--- src/sv/krt_pkg.sv ---
`timescale 1ns / 1ps
// ----------------------------------------------------------------------------
// Keyed record table package
// Shared sizes, operation and status codes, and the queued command record.
// ----------------------------------------------------------------------------
package krt_pkg;

  localparam int DEPTH       = 16;
  localparam int AW          = $clog2(DEPTH);
  localparam int CW          = $clog2(DEPTH + 1);
  localparam int OP_W        = 3;
  localparam int KEY_W       = 32;
  localparam int PAY_W       = 64;
  localparam int STAT_W      = 3;
  localparam int QUEUE_DEPTH = 2;
  localparam int QPW         = $clog2(QUEUE_DEPTH);
  localparam int QCW         = $clog2(QUEUE_DEPTH + 1);

  typedef enum logic [OP_W-1:0] {
    OP_INSERT = 3'd0,
    OP_UPDATE = 3'd1,
    OP_DELETE = 3'd2,
    OP_LOOKUP = 3'd3,
    OP_LIST   = 3'd4
  } op_e;

  typedef enum logic [STAT_W-1:0] {
    STAT_OK       = 3'd0,
    STAT_DUP      = 3'd1,
    STAT_NOTFOUND = 3'd2,
    STAT_FULL     = 3'd3,
    STAT_EMPTY    = 3'd4
  } status_e;

  typedef enum logic [2:0] {
    S_IDLE,
    S_SEARCH,
    S_ACT,
    S_SHIFT,
    S_LIST
  } state_e;

  typedef struct packed {
    op_e                     op;
    logic signed [KEY_W-1:0] key;
    logic [PAY_W-1:0]        payload;
  } cmd_t;

  typedef struct packed {
    logic signed [KEY_W-1:0] key;
    logic [PAY_W-1:0]        payload;
  } entry_t;

endpackage

--- src/sv/krt_front.sv ---
`timescale 1ns / 1ps
// ----------------------------------------------------------------------------
// Keyed record table front end
// Accepts items, drops unknown operation codes and queues the rest.
// ----------------------------------------------------------------------------
module krt_front (
  input  logic                      clk_i,
  input  logic                      rst_ni,
  input  logic                      in_valid_i,
  output logic                      in_stall_o,
  input  logic [krt_pkg::OP_W-1:0]  operation_i,
  input  logic signed [krt_pkg::KEY_W-1:0] key_i,
  input  logic [krt_pkg::PAY_W-1:0] payload_i,
  output logic                      cmd_valid_o,
  output krt_pkg::cmd_t             cmd_o,
  input  logic                      cmd_pop_i
);
  import krt_pkg::*;

  cmd_t           queue_q [QUEUE_DEPTH];
  logic [QPW-1:0] wr_ptr_q, wr_ptr_d;
  logic [QPW-1:0] rd_ptr_q, rd_ptr_d;
  logic [QCW-1:0] fill_q, fill_d;
  logic           full;
  logic           op_ok;
  logic           push;
  logic           pop;

  assign full        = (fill_q == QCW'(QUEUE_DEPTH));
  assign op_ok       = (operation_i <= OP_W'(OP_LIST));
  assign in_stall_o  = full;
  // Unknown codes are accepted but never reach the queue.
  assign push        = in_valid_i && !full && op_ok;
  assign pop         = cmd_pop_i && (fill_q != '0);
  assign cmd_valid_o = (fill_q != '0);
  assign cmd_o       = queue_q[rd_ptr_q];

  always_comb begin
    wr_ptr_d = wr_ptr_q;
    rd_ptr_d = rd_ptr_q;
    fill_d   = fill_q;
    if (push) begin
      wr_ptr_d = (wr_ptr_q == QPW'(QUEUE_DEPTH - 1)) ? '0 : wr_ptr_q + 1'b1;
    end
    if (pop) begin
      rd_ptr_d = (rd_ptr_q == QPW'(QUEUE_DEPTH - 1)) ? '0 : rd_ptr_q + 1'b1;
    end
    if (push && !pop) begin
      fill_d = fill_q + 1'b1;
    end else if (pop && !push) begin
      fill_d = fill_q - 1'b1;
    end
  end

  always_ff @(posedge clk_i or negedge rst_ni) begin
    if (!rst_ni) begin
      wr_ptr_q <= '0;
      rd_ptr_q <= '0;
      fill_q   <= '0;
    end else begin
      wr_ptr_q <= wr_ptr_d;
      rd_ptr_q <= rd_ptr_d;
      fill_q   <= fill_d;
    end
  end

  always_ff @(posedge clk_i) begin
    if (push) begin
      queue_q[wr_ptr_q] <= '{op: op_e'(operation_i), key: key_i, payload: payload_i};
    end
  end

endmodule

--- src/sv/krt_back.sv ---
`timescale 1ns / 1ps
// ----------------------------------------------------------------------------
// Keyed record table back end
// Walks the entry memory to search, compact and list, and owns the result
// register.
// ----------------------------------------------------------------------------
module krt_back (
  input  logic                        clk_i,
  input  logic                        rst_ni,
  input  logic                        cmd_valid_i,
  input  krt_pkg::cmd_t               cmd_i,
  output logic                        cmd_pop_o,
  output logic                        out_valid_o,
  input  logic                        out_stall_i,
  output logic [krt_pkg::STAT_W-1:0]  status_o,
  output logic signed [krt_pkg::KEY_W-1:0] found_key_o,
  output logic [krt_pkg::PAY_W-1:0]   found_payload_o,
  output logic                        last_o
);
  import krt_pkg::*;

  state_e        state_q, state_d;
  cmd_t          cmd_q, cmd_d;
  logic [CW-1:0] idx_q, idx_d;
  logic [CW-1:0] count_q, count_d;
  logic          hit_q, hit_d;
  logic          rdv_q, rdv_d;
  logic [AW-1:0] rd_idx_q;
  entry_t        rd_q;
  entry_t        mem_q [DEPTH];

  logic          rd_en;
  logic [AW-1:0] rd_addr;
  logic          wr_en;
  logic [AW-1:0] wr_addr;
  entry_t        wr_data;

  logic                    emit;
  status_e                 e_status;
  logic signed [KEY_W-1:0] e_key;
  logic [PAY_W-1:0]        e_pay;
  logic                    e_last;

  logic                    out_valid_q, out_valid_d;
  status_e                 status_q;
  logic signed [KEY_W-1:0] fkey_q;
  logic [PAY_W-1:0]        fpay_q;
  logic                    last_q;

  logic out_free;
  logic key_match;
  logic idx_more;
  logic list_last;
  logic is_full;

  assign out_free  = !out_valid_q || !out_stall_i;
  assign key_match = rdv_q && (rd_q.key == cmd_q.key);
  assign idx_more  = (idx_q < count_q);
  assign list_last = (CW'(rd_idx_q) == count_q - 1'b1);
  assign is_full   = (count_q == CW'(DEPTH));
  assign rd_addr   = idx_q[AW-1:0];

  // Next state.
  always_comb begin
    state_d = state_q;
    unique case (state_q)
      S_IDLE: begin
        if (cmd_valid_i) begin
          if (cmd_i.op == OP_LIST) begin
            state_d = (count_q == '0) ? S_ACT : S_LIST;
          end else if (cmd_i.op == OP_INSERT && is_full) begin
            state_d = S_ACT;
          end else begin
            state_d = S_SEARCH;
          end
        end
      end
      S_SEARCH: begin
        if (key_match || !idx_more) begin
          state_d = S_ACT;
        end
      end
      S_ACT: begin
        if (out_free) begin
          state_d = (cmd_q.op == OP_DELETE && hit_q) ? S_SHIFT : S_IDLE;
        end
      end
      S_SHIFT: begin
        if (!idx_more) begin
          state_d = S_IDLE;
        end
      end
      S_LIST: begin
        if (rdv_q && out_free && list_last) begin
          state_d = S_IDLE;
        end
      end
      default: state_d = S_IDLE;
    endcase
  end

  // Datapath and memory control.
  always_comb begin
    cmd_pop_o = 1'b0;
    cmd_d     = cmd_q;
    idx_d     = idx_q;
    count_d   = count_q;
    hit_d     = hit_q;
    rdv_d     = rdv_q;
    rd_en     = 1'b0;
    wr_en     = 1'b0;
    wr_addr   = rd_idx_q;
    wr_data   = '{key: cmd_q.key, payload: cmd_q.payload};
    emit      = 1'b0;
    e_status  = STAT_OK;
    e_key     = cmd_q.key;
    e_pay     = '0;
    e_last    = 1'b1;
    unique case (state_q)
      S_IDLE: begin
        cmd_pop_o = cmd_valid_i;
        if (cmd_valid_i) begin
          cmd_d = cmd_i;
          idx_d = '0;
          rdv_d = 1'b0;
          hit_d = 1'b0;
        end
      end
      S_SEARCH: begin
        if (key_match) begin
          hit_d = 1'b1;
        end else if (idx_more) begin
          rd_en = 1'b1;
          idx_d = idx_q + 1'b1;
          rdv_d = 1'b1;
        end else begin
          hit_d = 1'b0;
        end
      end
      S_ACT: begin
        if (out_free) begin
          emit = 1'b1;
          unique case (cmd_q.op)
            OP_INSERT: begin
              if (is_full) begin
                e_status = STAT_FULL;
              end else if (hit_q) begin
                e_status = STAT_DUP;
                e_key    = rd_q.key;
                e_pay    = rd_q.payload;
              end else begin
                e_pay   = cmd_q.payload;
                wr_en   = 1'b1;
                wr_addr = count_q[AW-1:0];
                count_d = count_q + 1'b1;
              end
            end
            OP_UPDATE: begin
              if (hit_q) begin
                e_pay = cmd_q.payload;
                wr_en = 1'b1;
              end else begin
                e_status = STAT_NOTFOUND;
              end
            end
            OP_DELETE: begin
              if (hit_q) begin
                e_key = rd_q.key;
                e_pay = rd_q.payload;
                idx_d = CW'(rd_idx_q) + 1'b1;
                rdv_d = 1'b0;
              end else begin
                e_status = STAT_NOTFOUND;
              end
            end
            OP_LOOKUP: begin
              if (hit_q) begin
                e_key = rd_q.key;
                e_pay = rd_q.payload;
              end else begin
                e_status = STAT_NOTFOUND;
              end
            end
            OP_LIST: begin
              e_status = STAT_EMPTY;
              e_key    = '0;
            end
            default: e_status = STAT_NOTFOUND;
          endcase
        end
      end
      S_SHIFT: begin
        // Each entry read one cycle is written one slot lower the next.
        if (rdv_q) begin
          wr_en   = 1'b1;
          wr_addr = rd_idx_q - 1'b1;
          wr_data = rd_q;
        end
        if (idx_more) begin
          rd_en = 1'b1;
          idx_d = idx_q + 1'b1;
          rdv_d = 1'b1;
        end else begin
          rdv_d   = 1'b0;
          count_d = count_q - 1'b1;
        end
      end
      S_LIST: begin
        if (rdv_q && out_free) begin
          emit   = 1'b1;
          e_key  = rd_q.key;
          e_pay  = rd_q.payload;
          e_last = list_last;
          rdv_d  = 1'b0;
        end
        if (idx_more && (!rdv_q || out_free)) begin
          rd_en = 1'b1;
          idx_d = idx_q + 1'b1;
          rdv_d = 1'b1;
        end
      end
      default: begin
        rdv_d = 1'b0;
      end
    endcase
  end

  always_comb begin
    out_valid_d = out_valid_q;
    if (emit) begin
      out_valid_d = 1'b1;
    end else if (!out_stall_i) begin
      out_valid_d = 1'b0;
    end
  end

  always_ff @(posedge clk_i or negedge rst_ni) begin
    if (!rst_ni) begin
      state_q     <= S_IDLE;
      idx_q       <= '0;
      count_q     <= '0;
      hit_q       <= 1'b0;
      rdv_q       <= 1'b0;
      out_valid_q <= 1'b0;
    end else begin
      state_q     <= state_d;
      idx_q       <= idx_d;
      count_q     <= count_d;
      hit_q       <= hit_d;
      rdv_q       <= rdv_d;
      out_valid_q <= out_valid_d;
    end
  end

  always_ff @(posedge clk_i) begin
    cmd_q <= cmd_d;
    if (rd_en) begin
      rd_idx_q <= rd_addr;
    end
    if (emit) begin
      status_q <= e_status;
      fkey_q   <= e_key;
      fpay_q   <= e_pay;
      last_q   <= e_last;
    end
  end

  // Entry memory: one write and one registered read per cycle.
  always_ff @(posedge clk_i) begin
    if (wr_en) begin
      mem_q[wr_addr] <= wr_data;
    end
    if (rd_en) begin
      rd_q <= mem_q[rd_addr];
    end
  end

  assign out_valid_o     = out_valid_q;
  assign status_o        = status_q;
  assign found_key_o     = fkey_q;
  assign found_payload_o = fpay_q;
  assign last_o          = last_q;

endmodule

--- src/sv/keyed_record_table_core.sv ---
`timescale 1ns / 1ps
// ----------------------------------------------------------------------------
// Keyed record table core
// A packed table of key and payload entries with insert, update, delete,
// lookup and list operations.
// ----------------------------------------------------------------------------
// Each item carries an operation, a key and a payload. Insert, update,
// delete and lookup each give one result item. List gives one result per
// stored entry in slot order, with last set on the final one, or a single
// "table empty" result. Items with an operation code above list are taken
// and dropped without any result. Entries are searched one per cycle through
// an entry memory with one read port, one write port and a registered read.
// A keyed operation examines entries until the key matches or every stored
// entry has been seen. An insert into a full table skips the search. A
// delete then moves the later entries down one slot to keep the table packed.
// A list delivers one result per cycle while the output is not stalled. The
// front end queues up to two items, so new items are taken while the back
// end works and while a result waits to be collected.
// ----------------------------------------------------------------------------
module keyed_record_table_core (
  input  logic                        clk_i,
  input  logic                        rst_ni,
  input  logic                        in_valid_i,
  output logic                        in_stall_o,
  input  logic [krt_pkg::OP_W-1:0]    operation_i,
  input  logic signed [krt_pkg::KEY_W-1:0] key_i,
  input  logic [krt_pkg::PAY_W-1:0]   payload_i,
  output logic                        out_valid_o,
  input  logic                        out_stall_i,
  output logic [krt_pkg::STAT_W-1:0]  status_o,
  output logic signed [krt_pkg::KEY_W-1:0] found_key_o,
  output logic [krt_pkg::PAY_W-1:0]   found_payload_o,
  output logic                        last_o
);
  import krt_pkg::*;

  // Queue between the front end and the engine.
  logic cmd_valid;
  cmd_t cmd;
  logic cmd_pop;

  krt_front u_front (
    .clk_i       (clk_i),
    .rst_ni      (rst_ni),
    .in_valid_i  (in_valid_i),
    .in_stall_o  (in_stall_o),
    .operation_i (operation_i),
    .key_i       (key_i),
    .payload_i   (payload_i),
    .cmd_valid_o (cmd_valid),
    .cmd_o       (cmd),
    .cmd_pop_i   (cmd_pop)
  );

  // The engine owns the entry memory and the result register.
  krt_back u_back (
    .clk_i           (clk_i),
    .rst_ni          (rst_ni),
    .cmd_valid_i     (cmd_valid),
    .cmd_i           (cmd),
    .cmd_pop_o       (cmd_pop),
    .out_valid_o     (out_valid_o),
    .out_stall_i     (out_stall_i),
    .status_o        (status_o),
    .found_key_o     (found_key_o),
    .found_payload_o (found_payload_o),
    .last_o          (last_o)
  );

endmodule
--- config.mk ---
export PLATFORM = sky130hd
export DESIGN_NAME = keyed_record_table_core
export DESIGN_NICKNAME = d
export VERILOG_FILES = /design/src/sv/krt_pkg.sv /design/src/sv/krt_front.sv /design/src/sv/krt_back.sv /design/src/sv/keyed_record_table_core.sv
export SDC_FILE = /design/constraint.sdc
export NUM_CORES = 2
export LEC_CHECK = 0
export BUFFER_PORTS_ARGS = -buffer_cell sky130_fd_sc_hd__clkbuf_2
export CAP_MARGIN = 10
export CORE_MARGIN = 2
export CORE_UTILIZATION = 45
export CTS_BUF_LIST = sky130_fd_sc_hd__clkbuf_4
export DETAILED_ROUTE_END_ITERATION = 8
export GPL_ROUTABILITY_DRIVEN = 1
export GPL_TIMING_DRIVEN = 1
export PLACE_DENSITY = 0.7
export SETUP_SLACK_MARGIN = 0.02
export SLEW_MARGIN = 0
export SYNTH_ARGS = -nofsm -noshare
export SYNTH_HDL_FRONTEND = slang
export SYNTH_SLANG_ARGS = --single-unit
--- constraint.sdc ---
create_clock -name clk_i -period 19.3 [get_ports clk_i]
set_input_delay 2.895 -clock clk_i [delete_from_list [all_inputs] [get_ports clk_i]]
set_output_delay 2.895 -clock clk_i [all_outputs]
set_load 0.05 [all_outputs]
Word-level counts from Yosys, hierarchy flattened --
Memory sizes are Yosys's and may differ from the RTL's. A register that Yosys moved wholly into a read port is not among the register bits. Index checks and enable logic that the tools add are counted.
Word-level totals: bits in registers 223, memory bits (writable) 1734, output and inout port bits 102, memories 2
Memories:
- u_back.mem_q | depth 16, width 96, rd ports 1, clocked after Yosys merged registers in 1, wr ports 1, RTL line krt_back.sv:30 | entry_t mem_q [DEPTH];
- u_front.queue_q | depth 2, width 99, rd ports 1, clocked after Yosys merged registers in 0, wr ports 1, RTL line krt_front.sv:20 | cmd_t queue_q [QUEUE_DEPTH];
Operators by class: add/sub/neg operators 9, order comparisons 2, eq/ne operators 29, mux-type cells 87, reductions and logical operators 40
Operators by type and width (number):
- 64-bit 2-to-1 mux | 6
- 96-bit 2-to-1 mux | 2
- 64-bit case mux with 3 select lines | 1
- 32-bit 2-to-1 mux | 4
- 64-bit case mux with 2 select lines | 1
- 32-bit case mux with 3 select lines | 1
- 32-bit case mux with 2 select lines | 1
- 5-bit 2-to-1 mux | 12
- 32-bit equality test | 1
- 1-bit 2-to-1 mux | 30
- 5-bit case mux with 5 select lines | 1
- 3-bit 2-to-1 mux | 8
- 4-bit 2-to-1 mux | 5
- 2-bit by 1-bit != test with 1-bit output (second input constant) | 9
- 3-bit case mux with 5 select lines | 1
- 7-bit AND reduction | 2
- 3-bit by 2-bit equality test with 1-bit output (second input constant) | 4
- 1-bit logical AND | 11
- 5-bit by 1-bit adder with 5-bit output (second input constant) | 2
- 2-bit 2-to-1 mux | 5
- 2-bit != test (second input constant) | 5
- 5-bit case mux with 2 select lines | 1
- 3-bit equality test (second input constant) | 3
- 3-bit logical NOT | 3
- other kinds (30) | 48

Depth between registers and ports, before layout --
word-level depth 8, mapped depth 11, mapped depth without buffers 9

By module --
Synthesis repeated with hierarchy kept, for this count alone.
Second synthesis, totals: cells, all modules 3283, area, all modules 78605.4 µm²
By module, submodules not included:
- krt_back | times used 1, cells an instance 2955, area each 70755.4 µm², seq. area each 55503.2 µm²
- krt_front | times used 1, cells an instance 328, area each 7850.0 µm², seq. area each 6045.8 µm²

Least setup slack after synthesis --
No wires, ideal clock.
path type input to register, from input port out_stall_i, to memory u_back.mem_q[12][0] (netlist name), enable pin, library setup time 552 ps, data arrival time 8144 ps, setup slack 10604 ps, cell stages on the path 6, path buffers 0, cell sequence nand2_1 > nand3_1 > mux2i_1 > a221o_1 > or2_2 > nor2_1
Between the ends: longest elaborated chain between the ends 6
RTL lines:
- from (decl) | RTL line keyed_record_table_core.sv:29 | input logic out_stall_i,
- 1-bit logical NOT (*) | RTL line krt_back.sv:56 | assign out_free = !out_valid_q || !out_stall_i;
- 1-bit logical OR (*) | RTL line krt_back.sv:56
- 1-bit 2-to-1 mux | RTL line krt_back.sv:141 | if (out_free) begin
- 1-bit case mux with 2 select lines | RTL line krt_back.sv:119 | unique case (state_q)
- 1-bit 2-to-1 mux | RTL line krt_back.sv:270 | if (wr_en) begin
- 1-bit 2-to-1 mux (not written as such) | RTL line krt_back.sv:271 | mem_q[wr_addr] <= wr_data;
- to (decl) | RTL line krt_back.sv:30
Every way passes the cells marked *; elsewhere a longest branch is shown, timed or not.

Final worst setup path --
from input port out_stall_i, to memory u_back.mem_q[15][36] (netlist name), enable pin
Same word-level chain as after synthesis.

==> results.json <==
{
  "run_status": "completed",
  "finalCoreUtilization": 0.512,
  "critical_path_depth": 9,
  "setup_violations": 0,
  "wl_per_cell_um": 26.4,
  "path_max_fanout": 52,
  "maxCapViolCount": 0,
  "drt_first_pass_iters": 5,
  "grt_usage": 0.196,
  "worst_path_most_repeated_cell": "buf_4",
  "ant_nets": 0,
  "layout.nets": 3965,
  "cts_setup_buffers": 0,
  "hpwl_um": 95700,
  "syn2layout_area_growth_pct": 12.8,
  "num_rows": 152,
  "viasPerCell": 5.63,
  "ys_seq_area_frac": 0.789,
  "criticalPathCategory": "in -> reg",
  "rsz0062_at_grt": "no",
  "crit_chain": "clkbuf_2 > nand2_1 > nand4b_1 > a21oi_4 > nand2b_1 > nand4_1 > nor2_4 > buf_4 > buf_4",
  "io_pins": 205,
  "syn-cell-area_um2": 78000,
  "clock_sinks": 2053,
  "tns_ps": 0,
  "core_area_um2": 172000,
  "total_power_mw": 13.2,
  "finalHoldViolations": 0,
  "slew_headroom": 0.225,
  "layout_common_cells": "2,033 x edfxtp_1, 722 x clkbuf_4, 480 x mux4_2, 204 x clkbuf_2, 198 x mux2_2",
  "hold-path-cell-count": 1,
  "slew_viol_final": 0,
  "num_vias": 36900,
  "powerDensity_nw_per_um2": 150,
  "dieArea_um2": 177000,
  "antenna_found_initial": 6,
  "wirelength_um": 173000,
  "place_congestion": 0.822,
  "tightest_slew_ps": 1160,
  "synth_edf_count": 2033,
  "die_x_um": 420,
  "ys_ff_latch": 2053,
  "cts-root-buf": "clkbuf_4",
  "clk_path_buf_depth": 4,
  "grt_pass1_wl_um": 252000,
  "post_cts_resized": 0,
  "layout_worst_path_cycle_share": 0.297,
  "cts_tree": "built",
  "period_minus_slack_ps": 5740,
  "syn_inst": 3263,
  "ys_types": 67,
  "cp_top_family": "buffers and inverters",
  "slowest_stage": "buf_4",
  "synthFlopType": "edfxtp_1",
  "arrival_ps": 6620,
  "yosysWarnings": 0,
  "postSynthAreaPerCell_um2": 23.9,
  "cp.required_ps": 20180,
  "cp-end-kind": "flip-flop",
  "finClkSkew_ps": 139,
  "drt_iter0_markers": 3833,
  "cts_max_level": 5,
  "reg2regPathDepth": 6,
  "start_kind": "input pin",
  "ir_drop_mv": 0.140,
  "clkTransAtPathRegs_ps": 70,
  "grt_pass1_vias": 38400,
  "p_leak_nw": 28.2,
  "numPortBuffers": 204,
  "slowest_delay_ps": 880,
  "insertion_delay_ps": 1390,
  "fmax_mhz": 174,
  "initial_core_util": 0.454,
  "cts_hold_buf": 0,
  "final_common_cell": "edfxtp_1",
  "worstHoldPathType": "reg -> reg",
  "drive_above_1_share": 0.409,
  "die_h_um": 420,
  "path_buf_inv": 3,
  "drcViolationCount": 0,
  "synth.net_count": 3375,
  "numCtsBuffers": 484,
  "grt_max_degree": 150,
  "grt_overflow": 0,
  "synthArstFlopShare": 0.00974
}
==> registers in the layout, indices dropped and copies added, names as in the netlist <==
name and count:
u_back.cmd_q 99, u_back.count_q 5, u_back.found_key_o 32, u_back.found_payload_o 64, u_back.hit_q 1, u_back.idx_q 5, u_back.last_o 1, u_back.mem_q 1536
u_back.out_valid_o 1, u_back.rd_idx_q 4, u_back.rd_q 96, u_back.rdv_q 1, u_back.state_q 3, u_back.status_o 3, u_front.fill_q 2, u_front.queue_q 198
u_front.rd_ptr_q 1, u_front.wr_ptr_q 1
==> cell usage after synthesis, types with 4 or more instances <==
library cell,n,share of area
edfxtp_1,2033,0.78
mux4_2,480,0.14
mux2_2,198,0.029
a22o_1,95,0.011
clkbuf_1,81,0.0039
buf_2,59,0.0038
xnor2_1,47,0.0053
nor2_1,37,0.0018
nand2_1,30,0.0014
dfrtp_1,20,0.0064
buf_1,13,0.00063
inv_1,13,0.00063
o21ai_0,13,0.00083
nand4_1,12,0.00096
a21oi_1,10,0.00064
ha_1,9,0.0014
nand3_1,9,0.00058
mux2i_1,6,0.00077
o211ai_1,6,0.00058
xor2_1,6,0.00067
nand2b_1,5,0.00040
nor3_1,5,0.00032
a31oi_1,4,0.00032
and2_1,4,0.00032
buf_4,4,0.00039
==> per-stage QoR <==
stage | hold slack [ps] | cell area [um2] | setup WS, ps | cells
2_1_floorplan | 420 | 78000 | 10600 | 3263
3_5_place_dp | 531 | 81900 | 12300 | 5677
6_report | 532 | 88000 | 13560 | 6546
3_3_place_gp | 499 | 81900 | 12350 | 5677
4_1_cts | 509 | 88000 | 13550 | 6539
5_1_grt | 531 | 88000 | 13210 | 6546
==> kinds of logic after synthesis <==
group	after synthesis	share of synthesized area
adders and majority gates	9	0.00144
xor gates and xnor gates	53	0.00595
and+or+nand+nor	133	0.00935
AOI/OAI and AO/OA	156	0.0162
muxes	685	0.168
DFF	2053	0.789
buffers and inverters	174	0.00982
==> area by class of cell <==
cell class | count | area (um2)
clock buffer | 722 | 5420
sequential | 2053 | 61600
inverter | 13 | 53.8
antenna | 7 | 17.5
clock inverter | 140 | 656
tap | 2310 | 2890
fill | 13400 | 83900
multi-input combinational | 1036 | 15900
timing repair buffer | 265 | 1520
==> per-layer routing <==
| metal | track usage | share of wire |
|---|---|---|
| met4 | 0.0646 | 0.021 |
| met5 | 0 | 0 |
| met3 | 0.0467 | 0.082 |
| met1 | 0.268 | 0.40 |
| met2 | 0.313 | 0.49 |
==> worst paths after layout <==
| check | start | to | slack [ps] |
|---|---|---|---|
| min in group asynchronous | rst_ni | u_front.rd_ptr_q | 1590 |
| worst max register to register | u_back.idx_q[0] | u_back.rd_q[57] | 13860 |
| worst min register to register | u_front.queue_q[1][47] | u_back.cmd_q[47] | 530 |
| max in group asynchronous | rst_ni | u_back.idx_q[2] | 17240 |
| worst max-delay path | out_stall_i | u_back.mem_q[15][36] | 13560 |
| worst min-delay path | u_front.queue_q[1][47] | u_back.cmd_q[47] | 530 |
==> report_power, final <==
| part | switching (mW) | total (mW) | internal [mW] |
|---|---|---|---|
| logic | 1.95 | 3.27 | 1.32 |
| registers | 0.478 | 6.57 | 6.10 |
| clock network | 1.63 | 3.39 | 1.76 |
| total | 4.07 | 13.2 | 9.17 |
Power figures use the tool's default switching activity.
